File: src/vlfw_pkg.sv
// ----------------------------------------------------------------------------
// vlfw_pkg
// Shared types and constants for the visual-loss failsafe watchdog.
// ----------------------------------------------------------------------------
package vlfw_pkg;

    // Default width of the time stamps
    localparam int unsigned TIME_BITS_DEF = 48;

    // Rate limits and unit conversion
    localparam int unsigned NOTICE_GAP_US = 50000;
    localparam int unsigned LAND_GAP_US   = 1000000;
    localparam int unsigned US_PER_MS     = 1000;

    // Configuration limits and reset values (milliseconds)
    localparam int unsigned MIN_POSE_AGE_MS     = 50;
    localparam int unsigned MIN_LOSS_TIMEOUT_MS = 100;
    localparam int unsigned RST_POSE_AGE_MS     = 200;
    localparam int unsigned RST_LOSS_TIMEOUT_MS = 1000;

    // Configuration port geometry
    localparam int unsigned CFG_IDX_BITS  = 2;
    localparam int unsigned CFG_DATA_BITS = 16;
    // Largest ms value times 1000 fits in this many bits
    localparam int unsigned US_LIMIT_BITS = 26;

    // Register indexes
    typedef enum logic [CFG_IDX_BITS-1:0] {
        REG_REQUIRE_VISUAL  = 2'd0,
        REG_POSE_MAX_AGE_MS = 2'd1,
        REG_LOSS_TIMEOUT_MS = 2'd2
    } t_cfg_reg;

    // Cached flight mode flags
    typedef struct packed {
        logic landing;
        logic offboard;
        logic armed;
    } t_mode_flags;

endpackage

File: src/visual_loss_failsafe_watchdog.sv
// ----------------------------------------------------------------------------
// visual_loss_failsafe_watchdog
// Watches visual pose freshness while armed in offboard mode, latches a
// failsafe on a long loss and rate-limits land requests and loss notices.
// ----------------------------------------------------------------------------
// Pipeline: an accepted input beat goes through the input register, then the
// safety decision into the result register.
// Throughput: one beat per cycle while i_stall is low; the input register
// takes a new beat while a finished result waits in the result register.
// Reset: synchronous, active low; clears the safety state, the mode cache
// and both valid flags, and loads the register defaults.
module visual_loss_failsafe_watchdog #(
    parameter int unsigned TIME_BITS = vlfw_pkg::TIME_BITS_DEF
) (
    input  logic                               i_clk,
    input  logic                               i_rst_n,
    // configuration write port
    input  logic                               i_cfg_we,
    input  logic [vlfw_pkg::CFG_IDX_BITS-1:0]  i_cfg_idx,
    input  logic [vlfw_pkg::CFG_DATA_BITS-1:0] i_cfg_data,
    // input channel
    input  logic                               i_valid,
    output logic                               o_stall,
    input  logic                               i_action,
    input  logic [TIME_BITS-1:0]               i_now_us,
    input  logic                               i_have_mode,
    input  logic                               i_armed,
    input  logic                               i_in_offboard,
    input  logic                               i_landing_mode,
    input  logic                               i_pose_usable,
    input  logic [TIME_BITS-1:0]               i_pose_update_us,
    // result channel
    output logic                               o_valid,
    input  logic                               i_stall,
    output logic                               o_publish_loss,
    output logic                               o_request_land,
    output logic                               o_failsafe_triggered,
    output logic                               o_failsafe_active
);

    localparam int unsigned UB = vlfw_pkg::US_LIMIT_BITS;
    localparam int unsigned DB = vlfw_pkg::CFG_DATA_BITS;

    // configuration, limits kept in microseconds
    logic          r_require_visual;
    logic [UB-1:0] r_pose_age_us;
    logic [UB-1:0] r_loss_timeout_us;
    logic [DB-1:0] w_cfg_clamped;

    // input register
    logic                 r_in_valid;
    logic                 r_in_action;
    logic [TIME_BITS-1:0] r_in_now;
    logic                 r_in_have_mode;
    vlfw_pkg::t_mode_flags r_in_flags;
    logic                 r_in_usable;
    logic [TIME_BITS-1:0] r_in_pu;

    // safety state
    logic                  r_latched,  n_latched;
    logic [TIME_BITS-1:0]  r_loss,     n_loss;
    logic [TIME_BITS-1:0]  r_land,     n_land;
    logic [TIME_BITS-1:0]  r_notice,   n_notice;
    logic                  r_cached,   n_cached;
    vlfw_pkg::t_mode_flags r_flags,    n_flags;

    // result register
    logic r_out_valid;
    logic r_out_notice, n_out_notice;
    logic r_out_land,   n_out_land;
    logic r_out_trig,   n_out_trig;
    logic r_out_active;

    // handshake
    logic w_advance;
    logic w_in_take;

    // decision terms
    logic [TIME_BITS-1:0] w_notice_dt;
    logic [TIME_BITS-1:0] w_land_dt;
    logic [TIME_BITS-1:0] w_pose_age;
    logic [TIME_BITS-1:0] w_start;
    logic [TIME_BITS-1:0] w_loss_dt;
    logic                 w_notice_ok;
    logic                 w_land_ok;
    logic                 w_pose_past;
    logic                 w_pose_fresh;
    logic                 w_timeout;

    // move the input beat on when the result register is free or drains
    assign w_advance = r_in_valid && (!r_out_valid || !i_stall);
    assign o_stall   = r_in_valid && !w_advance;
    assign w_in_take = i_valid && !o_stall;

    // clamp a written limit to its floor
    always_comb begin
        w_cfg_clamped = i_cfg_data;
        if (i_cfg_idx == vlfw_pkg::REG_POSE_MAX_AGE_MS) begin
            if (i_cfg_data < DB'(vlfw_pkg::MIN_POSE_AGE_MS)) begin
                w_cfg_clamped = DB'(vlfw_pkg::MIN_POSE_AGE_MS);
            end
        end else if (i_cfg_data < DB'(vlfw_pkg::MIN_LOSS_TIMEOUT_MS)) begin
            w_cfg_clamped = DB'(vlfw_pkg::MIN_LOSS_TIMEOUT_MS);
        end
    end

    // store configuration writes, converting ms to us
    always_ff @(posedge i_clk) begin
        if (!i_rst_n) begin
            r_require_visual  <= 1'b1;
            r_pose_age_us     <= UB'(vlfw_pkg::RST_POSE_AGE_MS * vlfw_pkg::US_PER_MS);
            r_loss_timeout_us <= UB'(vlfw_pkg::RST_LOSS_TIMEOUT_MS * vlfw_pkg::US_PER_MS);
        end else if (i_cfg_we) begin
            unique case (i_cfg_idx)
                vlfw_pkg::REG_REQUIRE_VISUAL: begin
                    r_require_visual <= i_cfg_data[0];
                end
                vlfw_pkg::REG_POSE_MAX_AGE_MS: begin
                    r_pose_age_us <= UB'(w_cfg_clamped) * UB'(vlfw_pkg::US_PER_MS);
                end
                vlfw_pkg::REG_LOSS_TIMEOUT_MS: begin
                    r_loss_timeout_us <= UB'(w_cfg_clamped) * UB'(vlfw_pkg::US_PER_MS);
                end
                default: begin
                end
            endcase
        end
    end

    // capture the input beat
    always_ff @(posedge i_clk) begin
        if (!i_rst_n) begin
            r_in_valid <= 1'b0;
        end else if (w_in_take) begin
            r_in_valid <= 1'b1;
        end else if (w_advance) begin
            r_in_valid <= 1'b0;
        end
    end

    always_ff @(posedge i_clk) begin
        if (w_in_take) begin
            r_in_action         <= i_action;
            r_in_now            <= i_now_us;
            r_in_have_mode      <= i_have_mode;
            r_in_flags.armed    <= i_armed;
            r_in_flags.offboard <= i_in_offboard;
            r_in_flags.landing  <= i_landing_mode;
            r_in_usable         <= i_pose_usable;
            r_in_pu             <= i_pose_update_us;
        end
    end

    // rate-limit windows, a stored zero means never
    assign w_notice_dt = r_in_now - r_notice;
    assign w_land_dt   = r_in_now - r_land;
    assign w_notice_ok = (r_notice == '0) ||
                         (w_notice_dt >= TIME_BITS'(vlfw_pkg::NOTICE_GAP_US));
    assign w_land_ok   = (r_land == '0) ||
                         (w_land_dt >= TIME_BITS'(vlfw_pkg::LAND_GAP_US));

    // pose freshness and loss duration
    assign w_pose_past  = r_in_usable && (r_in_pu != '0) && (r_in_pu <= r_in_now);
    assign w_pose_age   = r_in_now - r_in_pu;
    assign w_pose_fresh = w_pose_past && (w_pose_age <= TIME_BITS'(r_pose_age_us));
    assign w_start      = w_pose_past ? r_in_pu : ((r_loss == '0) ? r_in_now : r_loss);
    assign w_loss_dt    = r_in_now - w_start;
    assign w_timeout    = w_loss_dt >= TIME_BITS'(r_loss_timeout_us);

    // safety decision for the beat in the input register
    always_comb begin
        n_latched    = r_latched;
        n_loss       = r_loss;
        n_land       = r_land;
        n_notice     = r_notice;
        n_cached     = r_cached;
        n_flags      = r_flags;
        n_out_notice = 1'b0;
        n_out_land   = 1'b0;
        n_out_trig   = 1'b0;

        if (r_in_action) begin
            // reset action: drop the safety state, keep the mode cache
            n_loss    = '0;
            n_land    = '0;
            n_notice  = '0;
            n_latched = 1'b0;
        end else begin
            if (r_in_have_mode) begin
                n_flags  = r_in_flags;
                n_cached = 1'b1;
            end
            if (n_cached) begin
                if (r_latched) begin
                    // latched: notice, then land retry or clear on disarm
                    if (w_notice_ok) begin
                        n_notice     = r_in_now;
                        n_out_notice = 1'b1;
                    end
                    if (!n_flags.armed) begin
                        n_loss    = '0;
                        n_land    = '0;
                        n_notice  = '0;
                        n_latched = 1'b0;
                    end else if (!n_flags.landing && w_land_ok) begin
                        n_land     = r_in_now;
                        n_out_land = 1'b1;
                    end
                end else if (!(r_require_visual && n_flags.armed && n_flags.offboard)) begin
                    n_loss = '0;
                end else if (w_pose_fresh) begin
                    n_loss = '0;
                end else begin
                    // pose lost: notice, track loss start, check timeout
                    if (w_notice_ok) begin
                        n_notice     = r_in_now;
                        n_out_notice = 1'b1;
                    end
                    n_loss = w_start;
                    if (w_timeout) begin
                        n_latched  = 1'b1;
                        n_out_trig = 1'b1;
                        if (!n_flags.landing && w_land_ok) begin
                            n_land     = r_in_now;
                            n_out_land = 1'b1;
                        end
                    end
                end
            end else if (r_latched && w_land_ok) begin
                // no mode ever seen: retry land as if armed and not landing
                n_land     = r_in_now;
                n_out_land = 1'b1;
            end
        end
    end

    // update state and the result register as the beat advances
    always_ff @(posedge i_clk) begin
        if (!i_rst_n) begin
            r_latched   <= 1'b0;
            r_loss      <= '0;
            r_land      <= '0;
            r_notice    <= '0;
            r_cached    <= 1'b0;
            r_flags     <= '0;
            r_out_valid <= 1'b0;
        end else begin
            if (w_advance) begin
                r_latched   <= n_latched;
                r_loss      <= n_loss;
                r_land      <= n_land;
                r_notice    <= n_notice;
                r_cached    <= n_cached;
                r_flags     <= n_flags;
                r_out_valid <= 1'b1;
            end else if (!i_stall) begin
                r_out_valid <= 1'b0;
            end
        end
    end

    always_ff @(posedge i_clk) begin
        if (w_advance) begin
            r_out_notice <= n_out_notice;
            r_out_land   <= n_out_land;
            r_out_trig   <= n_out_trig;
            r_out_active <= n_latched;
        end
    end

    assign o_valid              = r_out_valid;
    assign o_publish_loss       = r_out_notice;
    assign o_request_land       = r_out_land;
    assign o_failsafe_triggered = r_out_trig;
    assign o_failsafe_active    = r_out_active;

endmodule

File: config.mk
export PLATFORM = sky130hd
export DESIGN_NAME = visual_loss_failsafe_watchdog
export DESIGN_NICKNAME = d
export VERILOG_FILES = /design/src/vlfw_pkg.sv /design/src/visual_loss_failsafe_watchdog.sv
export SDC_FILE = /design/constraint.sdc
export NUM_CORES = 1
export LEC_CHECK = 0
export ABC_AREA = 1
export BUFFER_PORTS_ARGS = -buffer_cell sky130_fd_sc_hd__clkbuf_2
export CAP_MARGIN = 20
export CORE_MARGIN = 2
export CORE_UTILIZATION = 65
export DETAILED_ROUTE_END_ITERATION = 8
export GPL_TIMING_DRIVEN = 1
export PLACE_DENSITY = 0.83
export SKIP_LAST_GASP = 1
export SYNTH_ARGS = -nofsm -noshare
export SYNTH_HDL_FRONTEND = slang
export SYNTH_SLANG_ARGS = --single-unit
File: constraint.sdc
create_clock -name i_clk -period 20.2 [get_ports i_clk]
set_input_delay 4.04 -clock i_clk [delete_from_list [all_inputs] [get_ports i_clk]]
set_output_delay 4.04 -clock i_clk [all_outputs]
set_load 0.01 [all_outputs]
After elaboration in Yosys (flattened, before gate mapping)
Cells that the tools add are included.
{"block": "op_classes", "eq_ne": 8, "muxes": 54, "n_bitwise": 2, "n_addsub": 4, "reduce_logical": 36, "n_lt_le_gt_ge": 7, "n_mul": 1}
{"operator": "48-bit two-way mux", "n": 24}
{"operator": "48-bit subtractor", "n": 4}
{"operator": "48-bit logical NOT", "n": 3}
{"operator": "48-bit by 16-bit greater-or-equal comparator with 1-bit output (second input constant)", "n": 1}
{"operator": "48-bit by 20-bit greater-or-equal comparator with 1-bit output (second input constant)", "n": 1}
{"operator": "48-bit by 26-bit greater-or-equal comparator with 1-bit output", "n": 1}
{"operator": "48-bit by 26-bit less-or-equal comparator with 1-bit output", "n": 1}
{"operator": "48-bit less-or-equal comparator", "n": 1}
{"operator": "16-bit two-way mux", "n": 3}
{"operator": "48-bit nonzero test", "n": 1}
{"operator": "1-bit two-way mux", "n": 25}
{"operator": "16-bit by 7-bit multiplier with 23-bit output (second input constant)", "n": 1}
{"operator": "16-bit by 6-bit less-than comparator with 1-bit output (second input constant)", "n": 1}
{"operator": "16-bit by 7-bit less-than comparator with 1-bit output (second input constant)", "n": 1}
{"operator": "1-bit logical AND", "n": 10}
{"operator": "4-bit != test (second input constant)", "n": 2}
{"operator": "2-bit AND reduction", "n": 4}
{"operator": "3-bit two-way mux", "n": 2}
{"operator": "3-bit != test (second input constant)", "n": 2}
{"operator": "3-bit nonzero test", "n": 2}
{"operator": "1-bit logical NOT", "n": 5}
{"operator": "5-bit AND reduction", "n": 1}
{"operator": "4-bit by 3-bit != test with 1-bit output (second input constant)", "n": 1}
{"operator": "4-bit AND reduction", "n": 1}
{"operator": "10 further kinds", "n": 14}
{"block": "word_totals", "out_inout_bits": 6, "word_cells": 137, "register_bits": 304}

Depth between registers and ports, before layout
Gate-level depths: netlist of the first run.
{"block": "depth", "depth_word": 12, "mapped_depth": 49, "depth_no_buf": 47}

Worst setup path after synthesis of the first run
No wires, ideal clock.
{"block": "synth_timing", "path_kind": "input to register", "from": "input i_cfg_data[15] in the netlist's numbering", "to": "register r_loss_timeout_us[22]", "setup_ns": 0.115, "path_slack_ns": 10.766, "path_stages": 29, "required_ns": 20.085, "arrival_time_ns": 9.319, "path_cell_list": "nor4_1 -> nand2_1 -> nor4_1 -> inv_1 -> nand2_1 -> inv_1 -> nand2_1 -> inv_1 -> fa_1 -> inv_1 -> fa_1 -> fa_1 -> inv_1 -> fa_1 -> ha_1 -> a21oi_1 -> nand2_1 -> a21oi_1 -> o21bai_1 -> a21oi_1 -> o21ai_0 -> a21boi_0 -> o21ai_0 -> a21oi_1 -> nor2_1 -> nor2_1 -> xor2_1 -> o21ai_0 -> inv_1"}
{"block": "synth_via", "elab_chain_len": 4, "word_cells_on_any_way": 6}
{"element": "from (decl)", "line": "visual_loss_failsafe_watchdog.sv:20", "rtl": "input logic [vlfw_pkg::CFG_DATA_BITS-1:0] i_cfg_data,"}
{"element": "16-bit by 7-bit less-than comparator with 1-bit output or 16-bit by 6-bit less-than comparator with 1-bit output (tied branches)", "line": "visual_loss_failsafe_watchdog.sv:102, visual_loss_failsafe_watchdog.sv:99"}
{"element": "16-bit two-way mux, on equally long branches", "line": "visual_loss_failsafe_watchdog.sv:102, visual_loss_failsafe_watchdog.sv:99"}
{"element": "16-bit two-way mux *", "line": "visual_loss_failsafe_watchdog.sv:98", "rtl": "if (i_cfg_idx == vlfw_pkg::REG_POSE_MAX_AGE_MS) begin"}
{"element": "named net w_cfg_clamped[0]", "line": "visual_loss_failsafe_watchdog.sv:48", "rtl": "logic [DB-1:0] w_cfg_clamped;"}
{"element": "16-bit by 7-bit multiplier with 23-bit output *", "line": "visual_loss_failsafe_watchdog.sv:122", "rtl": "r_loss_timeout_us <= UB'(w_cfg_clamped) * UB'(vlfw_pkg::US_PER_MS);"}
{"element": "to (signal assigned)", "line": "visual_loss_failsafe_watchdog.sv:112", "rtl": "r_loss_timeout_us <= UB'(vlfw_pkg::RST_LOSS_TIMEOUT_MS * vlfw_pkg::US_PER_MS);"}
{"element": "to (signal assigned)", "line": "visual_loss_failsafe_watchdog.sv:122"}
{"element": "to (decl)", "line": "visual_loss_failsafe_watchdog.sv:47", "rtl": "logic [UB-1:0] r_loss_timeout_us;"}
The timed path passes the listed nets; every way through them passes the cells marked *.
A chain may end at the register's enable or synchronous reset.

Final worst setup path of the first run
{"block": "layout_timing", "from": "input i_cfg_data[15] in the netlist's numbering", "to": "register r_loss_timeout_us[25]"}
Same word-level chain as after synthesis.

==> results of run 1 <==
-- per-stage QoR --
stage            util  setup slack [ns]
3_3_place_gp   0.6826             9.974
6_report       0.7071             10.08
2_1_floorplan       -             10.77
4_1_cts        0.7064             10.10
3_5_place_dp   0.6826             9.533
5_1_grt        0.7071             9.649
-- report_power, final --
group | internal, W | leakage (nW) | switching (W) | total (W)
logic | 0.000466 | 14.1 | 0.000862 | 0.00133
registers | 0.000671 | 2.65 | 0.0000367 | 0.000708
clock network | 0.000360 | 0.546 | 0.000284 | 0.000644
-- state kept, by name, indices dropped and copies added, names as in the netlist, 3 cells and up --
signal	count
r_loss	48
r_notice	48
r_in_flags	3
r_pose_age_us	23
r_loss_timeout_us	23
r_flags	3
r_in_pu	48
r_land	48
r_in_now	48
-- cells in the mapped netlist (6+ instances only) --
cell type  instances  area, um^2
a211oi_1           6       45.04
a21boi_0          10       75.07
a21o_1            18       135.1
a21oi_1          368        1842
a31oi_1           15       93.84
buf_1             12       45.04
buf_2             16       80.08
buf_6             12       135.1
clkbuf_1          69       259.0
dfxtp_1          198        3964
edfxtp_1         106        3183
fa_1              57        1141
ha_1             288        3603
inv_1            848        3183
nand2_1         1494        5608
nand2_2            7       43.79
nand3_1          265        1326
nand3b_1          24       180.2
nand4_1           91       569.3
nor2_1           598        2245
nor3_1            43       215.2
nor4_1            23       143.9
o211ai_1          22       165.2
o21a_1            50       375.4
o21ai_0          260        1301
o21ai_1            9       45.04
o21bai_1          38       285.3
xnor2_1           39       341.6
xor2_1            73       639.4
-- kinds of logic (layout without fill, tap and decap cells) --
| logic type | after synthesis | count (layout) | synth area share |
|---|---|---|---|
| xor gates and xnor gates | 112 | 112 | 0.03096 |
| adders and majority gates | 345 | 345 | 0.1498 |
| muxes | 1 | 1 | 0.0003159 |
| other | 0 | 2 | 0 |
| buffers and inverters | 964 | 1065 | 0.1180 |
| AOI/OAI and AO/OA | 813 | 813 | 0.1421 |
| and+or+nand+nor | 2574 | 2574 | 0.3332 |
| DFF | 304 | 304 | 0.2256 |
-- layout make-up --
type,count,area [um^2]
multi-input cells,3845,20840
fillers,4334,14040
flip-flops and latches,304,7147
inverters,852,3201
clock buffers,46,978.4
repair buffers,148,800.8
well taps,615,769.5
clock inverters,19,163.9
diodes,2,5.005
-- routing by layer --
metal / up-vias / wire [um]
met1: 15430 / 40010
met2: 1698 / 50090
met5: - / 0
met4: 0 / 8483
li1: 16580 / -
met3: 465 / 10290
-- how the worst max path moves through the flow --
stage | from | endpoint | slack (ns) | cells past startpoint
after global routing | i_cfg_data[15] | r_loss_timeout_us[25] | 9.65 | 30
final | i_cfg_data[15] | r_loss_timeout_us[25] | 10.08 | 30
after floorplan | i_cfg_data[15] | r_loss_timeout_us[22] | 10.77 | 29
after global placement | i_cfg_data[15] | r_loss_timeout_us[25] | 9.97 | 30
after CTS | i_cfg_data[15] | r_loss_timeout_us[25] | 10.10 | 30
after detailed placement | i_cfg_data[15] | r_loss_timeout_us[25] | 9.53 | 30
-- tightest hold or removal path, stage by stage (launching register included) --
cell     delay, ns
dfxtp_1       0.31
nand2_1       0.06
a21oi_1       0.05
==> summary.md, run 1 <==
| Metric | Value |
|---|---|
| Post-CTS setup buffers | 0 |
| Delay of the slowest critical-path stage | 0.58 ns |
| Status | completed |
| Cell mode on critical path | inv_1 |
| Fin crit share | 0.5008 |
| IO buf count | 130 |
| Area of the core | 47950 um^2 |
| Syn Nets | 5583 |
| Worst IR Drop VDD | 0.07854 mV |
| Final hold violation count | 0 |
| Hold Crit Class | reg -> reg |
| DR iter-0 viols | 3394 |
| Clk root buf | clkbuf_16 |
| Final Wtd Congestion | 1.050 |
| Commonest non-fill, non-tap cell in the layout | nand2_1 |
| Ports | 131 |
| CP delay by family, top | adder cells |
| Fin cells | 5831 |
| Final Total Pwr | 0.002681 W |
| CTS Buf Count | 36 |
| Reg2Reg Capture Point | r_land[37] |
| Pwr dens | 79.08 nW/um^2 |
| Crit path max-delay cell type | fa_1 |
| Setup Skew | 0.03175 ns |
| Synthesized instance count | 5113 |
| Post-synth EDFFs | 106 |
| Worst setup EP type | flop |
| Via density | 5.861 |
| Initial antenna violation count | 1 |
| Tmin final | 10.12 ns |
| First-pass GRT wire length | 170.2 mm |
| Die H | 224.8 um |
| Mapped cell area | 31680 um^2 |
| Overall routed net length | 108.9 mm |
| Reg-to-reg startpoint | r_in_now[0] |
| WS Path Type | in -> reg |
| FF-to-FF setup slack | 11.19 ns |
| Hold endpoint | r_loss[30] |
| Max_slew headroom | 0.3388 |
| Final setup fails | 0 |
| Setup Total Neg Slack | 0 ns |
| Critical Path AT | 10.57 ns |
| Detailed Place HPWL | 87.32 mm |
| Busiest grt layer | met2 |
| Leak | 17.30 nW |
| CP required | 20.65 ns |
| CTS tree | built |
| Vias in the first global route | 32860 |
| Total track usage | 0.4311 |
| Routed WL per cell | 18.67 um |
| Met3 Use GR | 0.07995 |
| Met1 Resource Use GR | 0.4946 |
| Async SR Flop Fraction | 0 |
| Dpl cells | 5762 |
| Synth Area per Inst | 6.197 um^2 |
| FP Rows | 80 |
| Die width | 224.8 um |
| Measured slew at the worst slew-check pin | 0.9842 ns |
| Fmax | 0.09885 GHz |
| Hold depth | 2 |
| H-tree depth | 2 |
| First drt pass iteration count | 7 |
| Min Hold Slack | 0.4643 ns |
| Commonest cells after routing, fill and taps aside | nand2_1, inv_1, nor2_1, a21oi_1, ha_1 |
| Synth cell types | 53 |
| DP Area | 32730 um^2 |
| # hold bufs at CTS | 0 |
| Ys Warns | 0 |
| Clock sink total | 304 |
| Clock buffer depth | 3 |
| R2R cell count | 49 |
| Total gr overflow | 0 |
| Clk slew on worst S/H paths | 0.06 ns |
| Ratio of cells with drive above 1 in the final layout | 0.04507 |
| ANT nets after route | 0 |
| Post-cts sizing count | 0 |
| Startpoint types | input pin |
| Starting density of the core | 0.6608 |
| Maxcap violations | 0 |
| Grt met2 use | 0.7305 |
| Synth-to-layout area growth | 7.010% |
| RSZ-0062 raised after global routing | no |
| Buffers & Inverters on Critical Path | 8 |
| Final-stage net count | 5657 |
| Top_reg_cell synth | dfxtp_1 |
| Post-route cell area | 33900 um^2 |
| Residual DRC | 0 |
| Max Slew Vio Count | 0 |
| Die area | 50520 um^2 |
| Yosys reg bits | 304 |
| Vias | 34180 |
| Later-pin clock latency in the skew report | 0.59 ns |
| Pin count of the biggest net entering global routing | 97 |
| Max FO, Critical Path | 8 |
| Register area share after synthesis | 0.2256 |
| Hold path startpoint | r_loss[30] |
No activity file was read; power rests on OpenSTA's default activity.
==> inputs of run 2 (changes only) <==
--- a/config.mk
+++ b/config.mk
@@ -9,10 +9,10 @@
 export BUFFER_PORTS_ARGS = -buffer_cell sky130_fd_sc_hd__clkbuf_2
 export CAP_MARGIN = 20
 export CORE_MARGIN = 2
-export CORE_UTILIZATION = 65
+export CORE_UTILIZATION = 58
 export DETAILED_ROUTE_END_ITERATION = 8
 export GPL_TIMING_DRIVEN = 1
-export PLACE_DENSITY = 0.83
+export PLACE_DENSITY = 0.79
 export SKIP_LAST_GASP = 1
 export SYNTH_ARGS = -nofsm -noshare
 export SYNTH_HDL_FRONTEND = slang
==> constraint.sdc (replaced) <==
create_clock -name i_clk -period 8.48 [get_ports i_clk]
set_input_delay 1.696 -clock i_clk [delete_from_list [all_inputs] [get_ports i_clk]]
set_output_delay 1.696 -clock i_clk [all_outputs]
set_load 0.01 [all_outputs]
==> summary.md, run 2 (synthesis gave the netlist of run 1 again) <==
| Metric | Value |
|---|---|
| Core Util, Final | 0.6397 |
| WS Path Type | reg -> reg |
| Hold Crit Class | reg -> reg |
| CTS tree | built |
| Clock sink total | 304 |
| Setup Slack @ Placement | 0.5194 ns |
| Hold depth | 2 |
| Commonest non-fill, non-tap cell in the layout | nand2_1 |
| Clock network power share | 0.264 |
| Synth-to-layout area growth | 8.862% |
| Net switching power | 0.002852 W |
| Grt met2 use | 0.6947 |
| Die area | 56510 um^2 |
| Startpoint types | flop |
| CP required | 8.95 ns |
| First-pass GRT wire length | 174.2 mm |
| Critical Path AT | 8.19 ns |
| Met3 Use GR | 0.06585 |
| Reg-to-reg startpoint | r_in_now[17] |
| Pwr dens | 192.3 nW/um^2 |
| Initial antenna violation count | 0 |
| Clk root buf | clkbuf_16 |
| Final setup fails | 0 |
| Ant. Diodes | 0 |
| Routed WL per cell | 18.80 um |
| Delay of the slowest critical-path stage | 0.60 ns |
| Hold path startpoint | r_loss[6] |
| Final Wtd Congestion | 1.083 |
| Fmax | 0.1295 GHz |
| Worst IR Drop VDD | 0.1556 mV |
| Fin crit share | 0.9105 |
| Setup Skew | 0.02296 ns |
| Cell mode on critical path | nand2_1 |
| Overall routed net length | 111.9 mm |
| Met1 Resource Use GR | 0.4527 |
| Sw frac | 0.4301 |
| Residual DRC | 0 |
| Buffers & Inverters on Critical Path | 7 |
| Status | completed |
| Via density | 5.648 |
| Die width | 237.7 um |
| Max_slew headroom | 0.2993 |
| Later-pin clock latency in the skew report | 0.59 ns |
| Vias in the first global route | 32750 |
| H-tree depth | 2 |
| Final WS setup | 0.7592 ns |
| Max Slew Vio Count | 0 |
| R2R cell count | 38 |
| Starting density of the core | 0.5876 |
| Ports | 131 |
| Clock buffer depth | 3 |
| RSZ-0062 raised after global routing | no |
| FP Rows | 85 |
| CP delay by family, top | simple AND/OR/NAND/NOR gates |
| Setup Total Neg Slack | 0 ns |
| Final hold violation count | 0 |
| DR iter-0 viols | 2855 |
| Measured slew at the worst slew-check pin | 1.041 ns |
| Total gr overflow | 0 |
| # hold bufs at CTS | 0 |
| Vias | 33620 |
| Crit path max-delay cell type | edfxtp_1 |
| Crit path launch | r_in_now[17] |
| Min Hold Slack | 0.4649 ns |
| Leak | 17.59 nW |
| Sequential Power Share | 0.250 |
| Number of cells on the critical path | 38 |
| Tmin final | 7.721 ns |
| ANT nets after route | 0 |
| Die H | 237.7 um |
| Comb pwr share | 0.486 |
| Final-stage net count | 5699 |
| Worst setup EP type | flop |
| Busiest grt layer | met2 |
| First drt pass iteration count | 7 |
| Pin count of the biggest net entering global routing | 97 |
| Max FO, Critical Path | 51 |
| Commonest cells after routing, fill and taps aside | nand2_1, inv_1, nor2_1, a21oi_1, ha_1 |
| Area of the core | 53920 um^2 |
| Ratio of cells with drive above 1 in the final layout | 0.05308 |
| Clk slew on worst S/H paths | 0.06 ns |
| Total track usage | 0.3948 |
| IO buf count | 130 |
| Post-cts sizing count | 0 |
| Detailed Place HPWL | 91.91 mm |
| CTS Buf Count | 35 |
| Int Pwr | 0.003780 W |
| Post-CTS setup buffers | 0 |
| Maxcap violations | 0 |
[run 2: changes by cell type in the layout (fill, tap and decap cells not counted), sizes merged]
cell / previous run / this run
clkbuf: 176 / 170
clkinv: 11 / 10
bufinv: 1 / 9
clkinvlp: 4 / 1
buf: 18 / 62
diode: 2 / 0
[run 2: area by class of cell]
class,instances,area [um^2]
Clock buffer,41,908.4
Clock inverter,23,379.1
Fill cell,5325,19430
Inverter,852,3201
Multi-Input combinational cell,3845,20840
Sequential cell,304,7147
Tap cell,696,870.8
Timing Repair Buffer,191,1146
[run 2: path summary, 6_finish.rpt]
path / to / slack (ns)
worst min register to register: r_loss[6] / 0.46
worst max-delay path: r_land[43] / 0.76
worst max register to register: r_land[43] / 0.76
worst min-delay path: r_loss[6] / 0.46
[run 2: power by group through the flow]
stage	Combinational, W	Sequential, W	Clock, W
2_1_floorplan	0.00232	0.00167	0
4_1_cts	0.00317	0.00165	0.00176
5_1_grt	0.00361	0.00166	0.00181
3_3_place_gp	0.00311	0.00168	0
6_report	0.00322	0.00166	0.00175
3_5_place_dp	0.00314	0.00168	0
[run 2: metal layers]
metal | share of wire | vias up
met5 | 0 | -
met4 | 0.064 | 0
met3 | 0.078 | 331
met2 | 0.48 | 1361
met1 | 0.38 | 15290
li1 | - | 16630
[run 2: metrics by stage]
step | instance area, um^2 | instances | total power (W)
after floorplan | 31680 | 5113 | 0.003983
after global placement | 33180 | 5886 | 0.004792
after detailed placement | 33180 | 5886 | 0.004822
after CTS | 34470 | 5950 | 0.006575
after global routing | 34490 | 5952 | 0.007074
final | 34490 | 5952 | 0.006632
[run 2: tightest hold or removal path: stages (launching register included)]
cell and delay [ns]:
dfxtp_1 0.31, nand2_1 0.06, a21oi_1 0.05
